===== src/rtl/mhpq_pkg.sv =====
// ----------------------------------------------------------------------------
// mhpq_pkg
// Shared types for the max-heap priority queue: request and status codes,
// and the command and status bundles between controller and datapath.
// ----------------------------------------------------------------------------
`default_nettype none

package mhpq_pkg;

  localparam logic REQ_INSERT = 1'b0;
  localparam logic REQ_REMOVE = 1'b1;

  typedef enum logic [1:0] {
    STAT_OK    = 2'd0,
    STAT_EMPTY = 2'd1,
    STAT_FULL  = 2'd2
  } status_e;

  // controller to datapath
  typedef struct packed {
    logic ins_start;
    logic full_reject;
    logic empty_reject;
    logic rm_start;
    logic rm_last;
    logic up_rd;
    logic up_step;
    logic dn_rd;
    logic dn_step;
    logic wr_val;
  } cmd_t;

  // datapath to controller
  typedef struct packed {
    logic full;
    logic empty;
    logic pos_root;
    logic up_gt;
    logic leaf;
    logic dn_gt;
  } dp_stat_t;

endpackage

`default_nettype wire


===== src/rtl/mhpq_ctrl.sv =====
// ----------------------------------------------------------------------------
// mhpq_ctrl
// Request sequencer: accepts a request, drives the sift-up or sift-down
// walk one heap level at a time and strobes the result.
// ----------------------------------------------------------------------------
`default_nettype none

module mhpq_ctrl
  import mhpq_pkg::*;
(
  input  wire logic     clk_i,
  input  wire logic     rst_ni,
  input  wire logic     start,
  input  wire logic     req_type_i,
  input  wire dp_stat_t stat_i,
  output logic          busy,
  output logic          result_valid_o,
  output cmd_t          cmd_o
);

  typedef enum logic [2:0] {
    S_IDLE,
    S_UP_RD,
    S_UP_CMP,
    S_RM_LAST,
    S_DN_RD,
    S_DN_CMP,
    S_RESP
  } state_e;

  state_e state_q, state_d;

  always_comb begin
    state_d = state_q;
    cmd_o   = '0;
    case (state_q)
      S_IDLE: begin
        if (start) begin
          if (req_type_i == REQ_INSERT) begin
            if (stat_i.full) begin
              cmd_o.full_reject = 1'b1;
              state_d           = S_RESP;
            end else begin
              cmd_o.ins_start = 1'b1;
              state_d         = S_UP_RD;
            end
          end else begin
            if (stat_i.empty) begin
              cmd_o.empty_reject = 1'b1;
              state_d            = S_RESP;
            end else begin
              cmd_o.rm_start = 1'b1;
              state_d        = S_RM_LAST;
            end
          end
        end
      end
      S_UP_RD: begin
        if (stat_i.pos_root) begin
          cmd_o.wr_val = 1'b1;
          state_d      = S_RESP;
        end else begin
          cmd_o.up_rd = 1'b1;
          state_d     = S_UP_CMP;
        end
      end
      S_UP_CMP: begin
        if (stat_i.up_gt) begin
          cmd_o.up_step = 1'b1;
          state_d       = S_UP_RD;
        end else begin
          cmd_o.wr_val = 1'b1;
          state_d      = S_RESP;
        end
      end
      S_RM_LAST: begin
        cmd_o.rm_last = 1'b1;
        // last entry was the root itself: nothing left to place
        state_d = stat_i.empty ? S_RESP : S_DN_RD;
      end
      S_DN_RD: begin
        if (stat_i.leaf) begin
          cmd_o.wr_val = 1'b1;
          state_d      = S_RESP;
        end else begin
          cmd_o.dn_rd = 1'b1;
          state_d     = S_DN_CMP;
        end
      end
      S_DN_CMP: begin
        if (stat_i.dn_gt) begin
          cmd_o.dn_step = 1'b1;
          state_d       = S_DN_RD;
        end else begin
          cmd_o.wr_val = 1'b1;
          state_d      = S_RESP;
        end
      end
      S_RESP: begin
        state_d = S_IDLE;
      end
      default: begin
        state_d = S_IDLE;
      end
    endcase
  end

  always_ff @(posedge clk_i or negedge rst_ni) begin
    if (!rst_ni) begin
      state_q <= S_IDLE;
    end else begin
      state_q <= state_d;
    end
  end

  assign busy           = state_q != S_IDLE;
  assign result_valid_o = state_q == S_RESP;

  a_one_start : assert property (@(posedge clk_i) disable iff (!rst_ni)
    $onehot0({cmd_o.ins_start, cmd_o.full_reject, cmd_o.empty_reject, cmd_o.rm_start}))
    else $error("more than one request start command");

  a_one_write : assert property (@(posedge clk_i) disable iff (!rst_ni)
    $onehot0({cmd_o.wr_val, cmd_o.up_step, cmd_o.dn_step}))
    else $error("conflicting heap writes");

  a_strobe_single : assert property (@(posedge clk_i) disable iff (!rst_ni)
    result_valid_o |=> !result_valid_o && !busy)
    else $error("result strobe longer than one cycle");

endmodule

`default_nettype wire


===== config.mk =====
export PLATFORM = sky130hd
export DESIGN_NAME = mhpq_ctrl
export DESIGN_NICKNAME = d
export VERILOG_FILES = /design/src/rtl/mhpq_pkg.sv /design/src/rtl/mhpq_ctrl.sv
export SDC_FILE = /design/constraint.sdc
export NUM_CORES = 1
export LEC_CHECK = 0
export BUFFER_PORTS_ARGS = -buffer_cell sky130_fd_sc_hd__buf_4
export CORE_AREA = 2 2 39 41
export DETAILED_ROUTE_END_ITERATION = 7
export DIE_AREA = 0 0 41 43
export PLACE_DENSITY_LB_ADDON = 0.08
export SYNTH_ARGS = -nofsm -noshare
export SYNTH_HDL_FRONTEND = slang
export SYNTH_SLANG_ARGS = --single-unit
export TNS_END_PERCENT = 50

===== constraint.sdc =====
create_clock -name clk_i -period 1.62 [get_ports clk_i]
set_input_delay 0.324 -clock clk_i [delete_from_list [all_inputs] [get_ports clk_i]]
set_output_delay 0.324 -clock clk_i [all_outputs]
set_load 0.01 [all_outputs]

# Word-level counts from Yosys, hierarchy flattened
# Cells that the tools add are included.
[totals]
register_bits = 3
latch_bits = 0
ramBits = 0
rom_bits = 0
out_inout_bits = 12
elab_cells = 42
mem_count = 0
[op_classes]
addsub = 0
mul = 0
div_mod_pow = 0
magnitude_cmp = 0
eq_ne = 7
n_shift = 0
n_mux = 32
n_bitwise = 0
reduce_logical = 2
[op_table]
columns = ["op", "count"]
rows = [
  ["$mux W3", 6],
  ["$pmux W3 S6", 1],
  ["$mux W1", 17],
  ["$mux W2", 5],
  ["$eq A3 B3 Y1 const B", 3],
  ["$mux W4", 2],
  ["$eq A3 B2 Y1 const B", 2],
  ["$pmux W1 S4", 1],
  ["$eq A3 B1 Y1 const B", 1],
  ["$logic_not A3 Y1", 1],
  ["$reduce_bool A3 Y1", 1],
  ["$ne A2 B2 Y1 const B", 1],
]

# Longest topological paths before layout
[depth]
word_depth = 4
ltp_mapped = 4

# Worst setup path after synthesis
# No wires, ideal clock.
[synth_timing]
path_kind = "flip-flop to output port"
startpoint = "register state_q[1]"
endpoint = "output cmd_o[8] (netlist name)"
arrival_time_ps = 1087
required_time_ps = 1296
setup_slack_ps = 209
path_stages_with_launch = 4
path_buffers = 0
path_cell_list = "dfrtp_1 > nor3_2 > nand2_1 > nor3b_1"
[synth_rtl]
columns = ["item", "line", "text"]
rows = [
  ["start, declared", "mhpq_ctrl.sv:31", "state_e state_q, state_d;"],
  ["start signal, assigned", "mhpq_ctrl.sv:112", "state_q <= state_d;"],
  ["end, declared", "mhpq_ctrl.sv:18", "output cmd_t cmd_o"],
]

==> flow_summary.yaml <==
drt:
  viasPerCell: 4.91
  routed_wl_mm: 1.09
  drt-pass1-iter-count: 4
  drt_iter0_drc: 4
  wire_per_inst_um: 11.7
  route.vias.total: 457
  postRouteAntennaNets: 0
  drc_errors: 0
placed_design:
  port_buffers: 21
  dp_slack_ns: 0.154
  place_area_sq_um: 524
  dp_cells: 84
  dpl.hpwl_um: 743
  gp_congestion: 0.692
global_route:
  grt_pass1_wl_mm: 1.61
  grt_pass1_vias: 388
  antenna_found_initial: 0
  grt_usage_pct: 13.2
  grt_max_degree: 13
  gr-total-overflow: 0
floorplan:
  die-area_sq_mm: 0.00176
  die_h_um: 43
  num_rows: 14
  initial_core_util_pct: 24.4
  core_area_sq_mm: 0.00138
  die_x_um: 41
  io_pins: 22
cts:
  cts_tree: "done"
  cts_sinks: 3
  insertion_delay_ns: 0.23
  cts-root-buf: "clkbuf_4"
  cts.reportedPaths.clkPinSlew_ns: 0.04
  htree_num_levels: 1
  cts-buffers-inserted: 3
  cts_buffer_depth: 2
worst_setup_path:
  worstSetupEndpointType: "output pin"
  worst_setup_path_start_kind: "flop"
  worstPathCellList: "buf_6 > nor2b_4 > o21ai_1 > o21ai_1 > buf_4"
  critical_path.slowest_cell: "dfrtp_2"
  critPathKind: "flop to output pin"
  max_stage_delay_ns: 0.43
  path_max_fanout: 6
  worst_ep_arrival_time_ns: 1.30
  critPathMostFrequentCell: "o21ai_1"
  crit_family: "flip-flops"
  required_ns: 1.30
  critPathBufInv: 2
finish:
  final_area_sq_um: 661
  layout.nets: 88
  seq_area_sq_um: 76.3
  reg_top3: "state_q (3)"
  regMostFlops: "state_q"
  multi_input_area_sq_um: 278
  stdcell_count: 93
  antenna_cells: 0
  area_growth_pct: 95.6
  nFillCells: 140
  drive_above_1_share_pct: 57.1
  largest_reg_flops: 3
power_and_ir_drop:
  power.total_mw: 1.04
  p_clk_share_pct: 12.4
  cellLeakagePower_nw: 0.306
  power.density_mw_per_mm2: 1570
  p_comb_share_pct: 73.0
  p_sw_uw: 431
  p_int_uw: 608
  swShare_pct: 41.5
  seqPwrFrac_pct: 14.6
  worst_ir_drop_vdd_mv: 0.781
status:
  outcome: "finished, violations left"
  violations: "negative setup slack"
timing:
  worst_slack_ns: -0.00396
  setup_viol: 1
  fin_crit_sh_pct: 100
  holdWs_ns: 0.423
  tightest_slew_ns: 0.237
  maxSlewViolCount: 0
  fin_skew_ns: 0.00163
  fmax_mhz: 616
  rsz0062_at_grt: "yes"
  min_period_ns: 1.62
  slew_headroom_pct: 83.9
  hold_viol_final: 0
synth:
  ys_ff_latch: 3
  synth_common_cells: "nor2_1, a21oi_1, nand2_1, o21ai_1, dfrtp_1"
  synth_most_common_cell: "nor2_1"
  synth_edf_count: 0
  synthTopCellsByArea: "dfrtp_1, a21oi_1, o21ai_1"
  ys_seq_area_share_pct: 22.2
  ys_warn_count: 0
  synth_cell_types: 26
  syn_inst: 46
  ys.flop_type: "dfrtp_1"
  yosysTopAreaCell: "dfrtp_1"
  syn-cell-area_sq_um: 338
  synth_nets: 56
  avgSynthCellArea_sq_um: 7.34
  synth_top_area_share_pct: 22.2
  synth-async-reset-ratio_pct: 100
min_path:
  hold_class: "input port to async pin"
flow_run:
  max-cap-violations: 0
==> placed cells by master (no fill, tap or decap) <==
cell type | synthesis | final
buf_4 | 0 | 24
buf_6 | 1 | 5
nor2_1 | 5 | 4
a21oi_1 | 4 | 4
o21ai_1 | 4 | 4
nand2_1 | 4 | 3
clkbuf_4 | 0 | 3
a31oi_1 | 2 | 2
dfrtp_1 | 3 | 2
nor3_4 | 0 | 1
inv_2 | 1 | 1
nand2_2 | 0 | 1
nor3b_2 | 0 | 1
inv_1 | 1 | 1
nand3_4 | 0 | 1
nor2_2 | 0 | 1
inv_4 | 1 | 1
nor3b_1 | 2 | 1
nor4b_4 | 0 | 1
nor3_1 | 2 | 1
and3b_1 | 1 | 1
nor2b_4 | 0 | 1
and2b_1 | 1 | 1
nor2b_1 | 2 | 1
nor4_1 | 1 | 1
nor3_2 | 1 | 1
and3_1 | 1 | 1
mux2i_1 | 1 | 1
o311ai_1 | 1 | 1
a211o_1 | 1 | 1
nand2b_1 | 1 | 1
mux2_2 | 1 | 1
clkbuf_1 | 0 | 1
dlygate4sd3_1 | 0 | 1
dfrtp_2 | 0 | 1
==> final cells by class <==
class | count | share of cell area [%]
Clock buffer | 4 | 3.98
Inverter | 3 | 2.08
Multi-Input combinational cell | 37 | 42.0
Sequential cell | 3 | 11.6
Tap cell | 16 | 3.03
Timing Repair Buffer | 30 | 37.3
==> per-stage QoR <==
stage / setup TNS, ns / utilization, %
2_1_floorplan: 0 / -
3_3_place_gp: 0 / 37.9
3_5_place_dp: 0 / 37.9
4_1_cts: -0.100 / 44.2
5_1_grt: -0.366 / 47.7
6_report: -0.00396 / 47.7
==> cell families (layout without fill, tap and decap cells) <==
kind of cell	Yosys count	after routing	synth area share (%)
mux	2	2	6.30
buf+inv	6	37	10.4
compound gates	12	12	20.7
flops	3	3	22.2
simple gates	23	23	40.4
==> power groups by stage <==
| stage | clock network, mW | logic, mW | registers, mW |
|---|---|---|---|
| after global placement | 0 | 0.590 | 0.137 |
| final | 0.129 | 0.758 | 0.152 |
| after floorplan | 0 | 0.367 | 0.139 |
| after detailed placement | 0 | 0.582 | 0.137 |
| after CTS | 0.135 | 0.674 | 0.153 |
| after global routing | 0.146 | 0.827 | 0.156 |
==> repair_timing <==
item                                    4_1_cts  5_1_grt
pin swaps                                     4        5
hold endpoints to repair                      3        0
endpoints found under the setup margin        4        9
hold buffers                                  1        0
gates cloned                                  0        0
buffers inserted                              3        1
resized for setup                             6        9
==> path summary, 6_finish.rpt <==
kind,start,endpoint,slack [ns],cells past startpoint
worst max-delay path,state_q[0],cmd_o[0],-0.004,5
worst min-delay path,rst_ni,state_q[2],0.42,2
worst max register to register,state_q[2],state_q[1],0.36,6
worst min register to register,state_q[1],state_q[2],0.75,2
max in group asynchronous,rst_ni,state_q[0],1.09,2
min in group clk_i,stat_i[2],state_q[1],0.47,4
==> metal layers <==
metal  vias up  share of wire (%)  track usage (%)  wire length (um)
met3         0                6.4             3.66                70
met1       208                 44             18.2               477
li1        231                  -                -                 -
met5         -                  0                0                 0
met4         0                  0             6.00                 0
met2        18                 50             18.4               540
(Power assumes the default switching activity.)
